### config.mk
export PLATFORM = sky130hd
export DESIGN_NAME = hbt_alu
export DESIGN_NICKNAME = d
export VERILOG_FILES = /design/src/hw/rtl/hbt_pkg.sv /design/src/hw/rtl/hbt_alu.sv
export SDC_FILE = /design/constraint.sdc
export NUM_CORES = 1
export LEC_CHECK = 0
export BUFFER_PORTS_ARGS = -buffer_cell sky130_fd_sc_hd__buf_2
export CAP_MARGIN = 20
export CORE_MARGIN = 4
export CORE_UTILIZATION = 45
export DETAILED_ROUTE_END_ITERATION = 7
export PLACE_DENSITY_LB_ADDON = 0.1
export SLEW_MARGIN = 5
export SYNTH_ARGS = -nofsm -noshare
export SYNTH_HDL_FRONTEND = slang
export SYNTH_SLANG_ARGS = --single-unit
### constraint.sdc
create_clock -name vclk -period 6.5
set_input_delay 0.975 -clock vclk [all_inputs]
set_output_delay 0.975 -clock vclk [all_outputs]
set_load 0.02 [all_outputs]
### src/hw/rtl/hbt_pkg.sv
// ----------------------------------------------------------------------------
// hbt_pkg
// Shared types, widths and register indexes of the hard branch table.
// ----------------------------------------------------------------------------
`default_nettype none

package hbt_pkg;

	localparam int PC_W       = 48;
	localparam int CNT_W      = 8;
	localparam int PERIOD_W   = 20;
	localparam int CFG_IDX_W  = 2;
	localparam int CFG_DATA_W = 20;

	// Configuration register indexes.
	localparam logic [CFG_IDX_W-1:0] CFG_COUNTER_MAX    = 2'd0;
	localparam logic [CFG_IDX_W-1:0] CFG_HARD_THRESHOLD = 2'd1;
	localparam logic [CFG_IDX_W-1:0] CFG_DECAY_PERIOD   = 2'd2;

	// Reset values of the configuration registers.
	localparam logic [CNT_W-1:0]    COUNTER_MAX_RST    = 8'd3;
	localparam logic [CNT_W-1:0]    HARD_THRESHOLD_RST = 8'd1;
	localparam logic [PERIOD_W-1:0] DECAY_PERIOD_RST   = 20'd50000;

	// Request modes.
	localparam logic MODE_UPDATE = 1'b0;
	localparam logic MODE_LOOKUP = 1'b1;

	typedef struct packed {
		logic            mode;
		logic [PC_W-1:0] pc;
		logic            mispredict;
		logic            misfetch;
	} request_t;

	typedef struct packed {
		logic             hit;
		logic [CNT_W-1:0] count_value;
		logic             hard;
		logic             skipped;
	} result_t;

	typedef struct packed {
		logic write;  // entry must be written back
		logic decay;  // counted update reached the decay period
	} alu_status_t;

	function automatic logic [CNT_W-1:0] sat_dec(input logic [CNT_W-1:0] v);
		return (v == '0) ? v : v - 1'b1;
	endfunction

endpackage

`default_nettype wire

### src/hw/rtl/hbt_alu.sv
// ----------------------------------------------------------------------------
// hbt_alu
// Shared entry unit: tag compare, saturating counter update and decrement.
// Serves both request execution and the decay sweep.
// ----------------------------------------------------------------------------
`default_nettype none

module hbt_alu
	import hbt_pkg::*;
#(
	parameter int TAG_W = 38
) (
	input  wire logic             sweep,
	input  wire logic             mode,
	input  wire logic             bump,
	input  wire logic [TAG_W-1:0] entry_tag,
	input  wire logic [CNT_W-1:0] entry_count,
	input  wire logic [TAG_W-1:0] req_tag,
	input  wire logic [CNT_W-1:0] counter_max,
	input  wire logic [CNT_W-1:0] hard_threshold,
	input  wire logic             period_hit,
	output logic      [TAG_W-1:0] new_tag,
	output logic      [CNT_W-1:0] new_count,
	output alu_status_t           status,
	output result_t               result
);

	logic             match;
	logic [CNT_W-1:0] bumped;
	logic [CNT_W-1:0] shown;

	assign match = (entry_tag == req_tag);

	always_comb begin
		bumped = entry_count;
		if (bump) begin
			bumped = (entry_count >= counter_max) ? counter_max : entry_count + 1'b1;
		end
		shown = period_hit ? sat_dec(bumped) : bumped;
	end

	always_comb begin
		new_tag   = entry_tag;
		new_count = entry_count;
		status    = '0;
		result    = '0;
		if (sweep) begin
			new_count    = sat_dec(entry_count);
			status.write = 1'b1;
		end else if (mode == MODE_LOOKUP) begin
			result.hit         = match;
			result.count_value = match ? entry_count : '0;
			result.hard        = match && (entry_count > hard_threshold);
		end else if (!match && (entry_count != '0)) begin
			// Entry is owned by another branch that still has history.
			result.skipped = 1'b1;
		end else begin
			// The stored count stays undecayed; the sweep that follows decays it.
			new_tag            = req_tag;
			new_count          = bumped;
			status.write       = 1'b1;
			status.decay       = period_hit;
			result.hit         = 1'b1;
			result.count_value = shown;
			result.hard        = shown > hard_threshold;
		end
	end

endmodule

`default_nettype wire

Word level (Yosys, flattened, before mapping). Cells that the tools add are included.

Bits in registers: 0. Output and inout bits: 59. Bits of input ports: 104. Word-level logic and storage cells: 34.

Equality and inequality tests: 1. Reductions and logical operators: 6. Order comparisons: 3. Add/sub/neg operators: 3. Muxes and demuxes: 21.

Operator list (number): $mux W38 (3); $mux W8 (9); $eq A38 B38 Y1 (1); $mux W10 (2); $gt A8 B8 Y1 (2); $logic_not A8 Y1 (2); $sub A8 B1 Y8 const B (2); $mux W11 (1); $add A8 B1 Y8 const B (1); $ge A8 B8 Y1 (1); $reduce_bool A8 Y1 (1); $mux W1 (4); $mux W2 (2); $logic_and A1 B1 Y1 (2); $logic_not A1 Y1 (1).

Longest topological paths before layout. Gate-level depths: netlist (run 1).

Word-level depth: 10. Gate-level depth with buffers: 25. Depth with buffers taken out: 23.

Worst setup path before layout (run 1). No wires, ideal clock.

Kind: in2out. Start point: input entry_count[0]. End point: output result[1] (netlist bit). Slack: 0.362 ns. Arrival time: 5.163 ns. Cell stages on the path: 24. Buffers on the path: 1. Required time: 5.525 ns. Path through: buf_2 inv_1 ha_1 nand2b_1 a31oi_1 o21ai_2 mux2_2 mux2i_4 ha_1 nand3_1 or2_2 a21o_1 a21o_2 o21ai_2 mux2i_1 ha_1 nor2b_1 o21a_1 o21ai_0 nand2b_1 a21oi_1 o21ai_0 o311ai_0 nand2_1.

RTL lines: start: declaration (RTL line hbt_alu.sv:17) `input wire logic [CNT_W-1:0] entry_count,`; end: declaration (RTL line hbt_alu.sv:25) `output result_t result`.

==> reports/qor.csv, run 1 <==
stage;metric;value;unit
worst_setup_path;startpoint_type;input port;
worst_setup_path;cp_max_fo;11;
finish;final-instance-count-excl-fill;538;
floorplanning;core.rowCount;26;
yosys;synth_area;2441;sq um
floorplanning;start_util;47.19;%
finish;final_net_count;603;
global_route;use_met3;2.083;%
floorplanning;dieArea;6667;sq um
sta;finalSetupViolations;0;
drt;drc;0;
worst_setup_path;critPathArrivalTime;5.23;ns
sta;tightest_slew;1.030;ns
sta;slew_headroom;31.07;%
finish;fin_util;65.07;%
place;dp_hpwl;7268;microns
run;cap_violations;0;
floorplanning;fp.coreArea;5172;sq um
power_and_ir_drop;pwr_density_cell;74.62;nW/um^2
finish;seq_area;0;sq um
place;place_area;3322;sq um
finish;multi_input_area;2311;sq um
finish;clock_buffers;0;
worst_setup_path;crit_path_end_kind;output port;
yosys;syn_avg_cell_area;7.900;sq um
sta;rsz0062_at_grt;false;
yosys;synth_cell_types;52;
global_route;grt_pass1_vias;2879;
finish;drive_above_1_share;49.79;%
power_and_ir_drop;irDropWorstVdd;0.04206;mV
sta;whs;2.256;ns
place;io_buffers;163;
drt;viasPerCell;5.537;
sta;min_period;6.205;ns
place;dp.cells;535;
finish;num_antenna_cells;0;
place;gp_congestion;0.9043;
yosys;yosysSeqAreaShare;0;%
drt;routed_wl;8406;microns
sta;fmax;161.2;MHz
drt;vias;2979;
global_route;grt_max_degree;49;
sta;drv_slew;0;
finish;seq_cells;0;
drt;first_pass_iters;4;
sta;final.period_utilization;95.46;%
finish;area_delta_synth_final;37.88;%
yosys;netlist_instances;309;
sta;setup_tns;0;ns
drt;avgRoutedWirePerCell;15.62;microns
global_route;top_usage_layer;met2;
hold_path;hold_path_class;input port to output port;
yosys;synth_fp_nets;442;
global_route;gr-total-overflow;0;
floorplanning;die_h;81.65;microns
worst_setup_path;required;5.52;ns
finish;nFillCells;480;
floorplanning;io_pins;163;
power_and_ir_drop;p_leak;1.683;nW
drt;drtIter0Drc;98;
sta;hold_viol;0;
finish;layout_commonest_cell;buf_2;
worst_setup_path;path_class;input port to output port;
global_route;grt_util_met1;30.52;%
drt;ant_nets;0;
finish;final_cell_mix;buf_2, mux2_2, xnor2_1, ha_1, inv_1;
outcome;status;finished, final reports clean;
floorplanning;die_w;81.65;microns
finish;stdcell_area;3366;sq um
hold_path;holdPathStages;3;
global_route;grt_pass1_wl;13300;microns
global_route;use_met2;45.36;%
global_route;antenna_found_initial;0;
yosys;yosysWarnings;0;
clock_tree;ctsHoldBuffers;0;
global_route;grtUsageTotal;24.47;%
[where the power goes]
| group | leakage, nW | switching (mW) | internal (mW) |
|---|---|---|---|
| Sequential | 0 | 0 | 0 |
| Combinational | 1.68 | 0.136 | 0.115 |
| Clock | 0 | 0 | 0 |
| Total | 1.68 | 0.136 | 0.115 |
[what timing repair did]
item | in CTS | in global routing
buffers inserted | 0 | 2
gates resized for setup | 0 | 6
setup endpoints to repair | 0 | 1
[layout make-up]
type	count	share of cell area, %
inverters	21	2.342
multi-input cells	274	68.66
well taps	70	2.602
repair buffers	173	26.39
[per-stage QoR]
stage	total power, mW	setup slack (ns)
floorplan	0.1528	0.3617
global placement	0.2376	0.3197
detailed placement	0.2417	0.1598
CTS	0.2430	0.1487
global route	0.2765	0.02015
finish	0.2511	0.2948
[cell families after synthesis]
logic type / after synthesis / synth area share [%]
buffers and inverters: 35 / 6.407
XOR/XNOR: 40 / 14.35
multiplexers: 48 / 22.40
adder cells (fa/ha/maj): 29 / 14.86
AND/OR/NAND/NOR: 84 / 19.27
AO/OA/AOI/OAI: 73 / 22.71
[Yosys cell counts, types with 4 or more instances]
master	instances	area, sq um
nand2_1	19	71.32
mux2_2	39	439.2
a21oi_1	11	55.05
a22o_1	7	61.31
mux2i_1	7	70.07
ha_1	29	362.9
nand2b_1	7	43.79
and3_1	5	31.28
a21o_1	5	37.54
clkbuf_1	6	22.52
nand3_1	9	45.04
buf_2	6	30.03
inv_1	21	78.83
nor3_1	5	25.02
xnor2_1	37	324.1
o221ai_1	5	43.79
nor2_1	8	30.03
o21a_1	5	37.54
nand4_1	13	81.33
o21ai_0	13	65.06
o2bb2ai_2	4	60.06
[critical path: stages]
cell and delay, ns:
buf_2 0.17, ha_1 0.33, a21o_1 0.20, a221oi_2 0.28, o21ai_2 0.10, mux2_2 0.30
mux2i_4 0.18, ha_4 0.18, nand3_1 0.07, or2_2 0.28, a21o_1 0.19, a21o_2 0.23
o21ai_4 0.16, mux2i_2 0.26, ha_1 0.28, nor2b_1 0.14, o21a_1 0.16, o21ai_1 0.12
nand2b_1 0.07, a21oi_1 0.12, o21ai_0 0.08, o311ai_0 0.11, nand2_1 0.08, buf_2 0.16
[path summary, 6_finish.rpt]
check	startpoint	end	slack [ns]
worst min-delay path	mode	result[0]	2.26
worst max-delay path	entry_count[6]	result[1]	0.29
[routing by layer]
metal	share of wire, %	vias up	routed length, microns
met3	5.6	18	472
met2	49	104	4106
met5	0	-	0
met4	2.4	0	203
met1	43	1371	3624
li1	-	1486	-
Power figures use the tool's default switching activity.
==> run 2, diff against run 1 <==
==> constraint.sdc (replaced) <==
create_clock -name vclk -period 6.5
set_input_delay 0.975 -clock vclk [all_inputs]
set_output_delay 0.975 -clock vclk [all_outputs]
set_load 0.01 [all_outputs]
==> reports/qor.csv, run 2 (same netlist as run 1, synthesis figures left out) <==
stage;metric;value;unit;change
floorplanning;die_h;81.65;microns;unchanged
drt;vias;2962;;-0.57%
finish;stdcell_area;3356;sq um;-0.30%
outcome;status;finished, final reports clean;;
run;cap_violations;0;;unchanged
worst_setup_path;critPathMaxStageDelay;0.31;ns;-0.02 ns
sta;finalSetupViolations;0;;unchanged
finish;drive_above_1_share;49.68;%;-0.11 points
finish;seq_cells;0;;unchanged
finish;seq_area;0;sq um;unchanged
drt;viasPerCell;5.536;;about the same
global_route;grtUsageTotal;24.44;%;about the same
clock_tree;cts_setup_buffers;0;;unchanged
sta;min_period;6.198;ns;-0.007178 ns
global_route;grt_pass1_vias;2897;;+0.63%
drt;avgRoutedWirePerCell;15.73;microns;+0.69%
drt;drc;0;;unchanged
finish;final_net_count;600;;-0.50%
finish;area_delta_synth_final;37.47;%;
worst_setup_path;cp_slowest_cell;mux2_2;;
sta;drv_slew;0;;unchanged
floorplanning;start_util;47.19;%;unchanged
floorplanning;dieArea;6667;sq um;unchanged
power_and_ir_drop;irDropWorstVdd;0.03619;mV;-14%
power_and_ir_drop;pwr_density_cell;70.18;nW/um^2;-5.9%
sta;slew_headroom;30.91;%;-0.16 points
worst_setup_path;critPathTopFamily;compound AO/OA/AOI/OAI gates;;
floorplanning;core.rowCount;26;;unchanged
finish;nFillCells;481;;+0.21%
global_route;grt_pass1_wl;13250;microns;-0.37%
sta;hold_viol;0;;unchanged
worst_setup_path;worstPathCellList;buf_2 -> ha_4 -> a21o_1 -> a221oi_2 -> o21ai_2 -> mux2_2 -> mux2i_4 -> ha_4 -> nand3_1 -> or2_2 -> a21o_1 -> a21o_2 -> o21ai_4 -> mux2i_2 -> ha_1 -> nor2b_1 -> o21a_1 -> o21ai_1 -> nand2b_1 -> a21oi_1 -> o21ai_0 -> o311ai_0 -> nand2_1 -> buf_2;;
sta;final.period_utilization;95.35;%;-0.11 points
floorplanning;die_w;81.65;microns;unchanged
global_route;antenna_found_initial;0;;unchanged
finish;num_antenna_cells;0;;unchanged
drt;drtIter0Drc;164;;+67%
place;gp_congestion;0.9305;;+2.9%
floorplanning;fp.coreArea;5172;sq um;unchanged
place;pre_cts_slack;0.2440;ns;+0.08420 ns
worst_setup_path;path_buf_inv;2;;unchanged
place;dp_hpwl;7210;microns;-0.80%
finish;final_cell_mix;buf_2, mux2_2, xnor2_1, ha_1, inv_1;;
sta;setup_ws;0.3020;ns;+0.007178 ns
global_route;grt_max_degree;49;;unchanged
place;io_buffers;163;;unchanged
worst_setup_path;critPathArrivalTime;5.22;ns;about the same
worst_setup_path;startpoint_type;input port;;
drt;first_pass_iters;4;;unchanged
finish;layout_commonest_cell;buf_2;;
worst_setup_path;crit_path_end_kind;output port;;
worst_setup_path;cp_max_fo;11;;unchanged
floorplanning;io_pins;163;;unchanged
finish;clock_buffers;0;;unchanged
worst_setup_path;required;5.52;ns;about the same
clock_tree;ctsHoldBuffers;0;;unchanged
sta;tightest_slew;1.033;ns;+0.002389 ns
global_route;gr-total-overflow;0;;unchanged
power_and_ir_drop;p_total;0.2355;mW;-6.2%
drt;routed_wl;8417;microns;+0.13%
hold_path;hold_path_class;input port to output port;;
sta;whs;2.237;ns;-0.01885 ns
power_and_ir_drop;p_leak;1.667;nW;-0.92%
drt;ant_nets;0;;unchanged
place;place_area;3314;sq um;-0.23%
worst_setup_path;path_class;input port to output port;;
sta;fmax;161.3;MHz;+0.12%
sta;setup_tns;0;ns;unchanged
## run 2: cell type report
cell class / count / area [sq um] / area share, %
tap: 70 / 87.58 / 2.610
inverter: 21 / 78.83 / 2.349
timing repair buffer: 170 / 865.8 / 25.80
multi-input combinational: 274 / 2323 / 69.24
## run 2: where the power goes
part | leakage [nW] | switching [mW] | total (mW) | internal, mW
Clock | 0 | 0 | 0 | 0
Sequential | 0 | 0 | 0 | 0
Combinational | 1.67 | 0.123 | 0.236 | 0.112
Total | 1.67 | 0.123 | 0.236 | 0.112
## run 2: what timing repair did
item                                    CTS  global route
resized for setup                         0             7
endpoints found under the setup margin    0             1
endpoints found under the hold margin     0             0
## run 2: through the flow
stage	utilization, %	std cells
detailed placement	64.08	534
floorplan	-	309
global route	64.88	535
finish	64.88	535
CTS	64.08	534
global placement	64.08	534
## run 2: final timing paths
kind,from,end,slack (ns),cells past startpoint
worst max-delay path,entry_count[6],result[1],0.30,24
worst min-delay path,mode,result[0],2.24,3
## run 2: tightest hold or removal path, cell delays in order
cell	delay, ns
buf_2	0.10
nor3_1	0.05
buf_2	0.13
## run 2: layer usage
metal  track usage, %  routed length [microns]
met1            31.36                     3593
met2            44.95                     4074
met3            1.864                      597
met4            3.987                      152
met5                0                        0
==> run 3, diff against run 2 <==
--- a/config.mk
+++ b/config.mk
@@ -8,7 +8,7 @@
 export BUFFER_PORTS_ARGS = -buffer_cell sky130_fd_sc_hd__buf_2
 export CAP_MARGIN = 20
 export CORE_MARGIN = 4
-export CORE_UTILIZATION = 45
+export CORE_UTILIZATION = 48
 export DETAILED_ROUTE_END_ITERATION = 7
 export PLACE_DENSITY_LB_ADDON = 0.1
 export SLEW_MARGIN = 5
==> constraint.sdc (replaced) <==
create_clock -name vclk -period 8
set_input_delay 1.2 -clock vclk [all_inputs]
set_output_delay 1.2 -clock vclk [all_outputs]
set_load 0.01 [all_outputs]
==> reports/qor.csv, run 3 (same netlist as run 1, synthesis figures left out) <==
stage;metric;value;unit;change
global_route;grt_max_degree;49;;unchanged
sta;fmax;143.9;MHz;
clock_tree;cts_setup_buffers;0;;unchanged
power_and_ir_drop;p_total;0.1807;mW;-23%
sta;min_period;6.950;ns;
drt;ant_nets;0;;unchanged
clock_tree;ctsHoldBuffers;0;;unchanged
global_route;antenna_found_initial;0;;unchanged
power_and_ir_drop;irDropWorstVdd;0.02865;mV;-21%
worst_setup_path;critPathArrivalTime;5.75;ns;+0.53 ns
place;io_buffers;163;;unchanged
drt;avgRoutedWirePerCell;15.28;microns;-2.9%
finish;area_delta_synth_final;34.29;%;
sta;final.period_utilization;86.88;%;
worst_setup_path;required;6.80;ns;+1.28 ns
floorplanning;core.rowCount;25;;-3.8%
power_and_ir_drop;p_leak;1.646;nW;-1.3%
place;dp_hpwl;6975;microns;-3.3%
sta;finalSetupViolations;0;;unchanged
finish;seq_area;0;sq um;unchanged
sta;setup_tns;0;ns;unchanged
drt;vias;2894;;-2.3%
place;gp_congestion;0.9319;;+0.15%
worst_setup_path;critPathMaxStageDelay;0.31;ns;about the same
sta;slew_headroom;30.63;%;-0.28 points
finish;num_antenna_cells;0;;unchanged
worst_setup_path;cp_slowest_cell;ha_1;;
floorplanning;fp.coreArea;4817;sq um;-6.9%
floorplanning;dieArea;6291;sq um;-5.6%
sta;tightest_slew;1.037;ns;+0.004143 ns
clock_tree;post_cts_resized;0;;unchanged
worst_setup_path;path_class;input port to output port;;
global_route;grt_pass1_vias;2761;;-4.7%
place;place_area;3273;sq um;-1.2%
sta;hold_viol;0;;unchanged
finish;stdcell_area;3278;sq um;-2.3%
finish;multi_input_area;2287;sq um;-1.6%
drt;first_pass_iters;5;;+1
finish;nFillCells;445;;-7.5%
drt;viasPerCell;5.491;;-0.81%
finish;layout_commonest_cell;buf_2;;
run;cap_violations;0;;unchanged
floorplanning;start_util;50.68;%;+3.5 points
worst_setup_path;cp_max_fo;16;;+5
drt;drc;0;;unchanged
finish;final_net_count;595;;-0.83%
worst_setup_path;startpoint_type;input port;;
worst_setup_path;crit_path_end_kind;output port;;
hold_path;holdPathStages;3;;unchanged
drt;drtIter0Drc;142;;-13%
floorplanning;io_pins;163;;unchanged
hold_path;min_from;mode;;
floorplanning;die_h;79.32;microns;-2.9%
power_and_ir_drop;pwr_density_cell;55.13;nW/um^2;-21%
finish;drive_above_1_share;48.26;%;-1.4 points
outcome;status;finished, final reports clean;;
worst_setup_path;timing.critical_path.mode_cell;ha_1;;
sta;drv_slew;0;;unchanged
hold_path;hold_path_class;input port to output port;;
sta;rsz0062_at_grt;false;;
floorplanning;die_w;79.32;microns;-2.9%
hold_path;holdPathEnd;result[0];;
global_route;grtUsageTotal;25.22;%;+0.78 points
global_route;gr-total-overflow;0;;unchanged
finish;final_cell_mix;buf_2, mux2_2, xnor2_1, ha_1, inv_1;;
finish;clock_buffers;0;;unchanged
drt;routed_wl;8052;microns;-4.3%
global_route;grt_pass1_wl;13120;microns;-1.0%
finish;seq_cells;0;;unchanged
run 3: layout make-up:
class	instances	share of cell area [%]
multi-input cells	274	69.77
inverters	21	2.405
repair buffers	165	25.27
well taps	67	2.557
run 3: how the worst max path moves through the flow:
| stage | from | endpoint | slack, ns | cells after the start |
|---|---|---|---|---|
| after floorplan | entry_count[0] | result[1] | 1.47 | 24 |
| after CTS | entry_count[0] | result[1] | 1.10 | 26 |
| after detailed placement | entry_count[2] | result[1] | 1.10 | 25 |
| final | entry_count[0] | result[1] | 1.05 | 26 |
| after global routing | entry_count[0] | result[1] | 0.66 | 26 |
| after global placement | entry_count[2] | result[1] | 1.27 | 25 |
run 3: metrics by stage:
step | cells | hold WS, ns | utilization [%] | worst slack [ns]
CTS | 526 | 2.681 | 67.95 | 1.095
detailed placement | 526 | 2.681 | 67.95 | 1.102
global route | 527 | 2.721 | 68.05 | 0.6600
floorplan | 309 | 2.451 | - | 1.470
global placement | 526 | 2.677 | 67.95 | 1.272
finish | 527 | 2.677 | 68.05 | 1.050
run 3: per-layer routing:
layer | up-vias | share of wire (%) | GRT usage [%]
met2 | 104 | 50 | 47.39
met1 | 1312 | 41 | 30.47
met3 | 14 | 6.5 | 3.288
met4 | 0 | 1.8 | 4.639
li1 | 1464 | - | -
met5 | - | 0 | 0
run 3: where the power goes:
part | leakage (nW) | internal, mW | switching (mW)
combinational | 1.65 | 0.0859 | 0.0948
sequential | 0 | 0 | 0
clock | 0 | 0 | 0
total | 1.65 | 0.0859 | 0.0948
run 3: critical path, delay by kind of cell:
| family | cells | cell delay (ns) |
|---|---|---|
| AO/OA/AOI/OAI | 11 | 1.78 |
| adder cells (fa/ha/maj) | 3 | 0.87 |
| buffers and inverters | 4 | 0.69 |
| multiplexers | 1 | 0.28 |
| AND/OR/NAND/NOR | 7 | 0.95 |
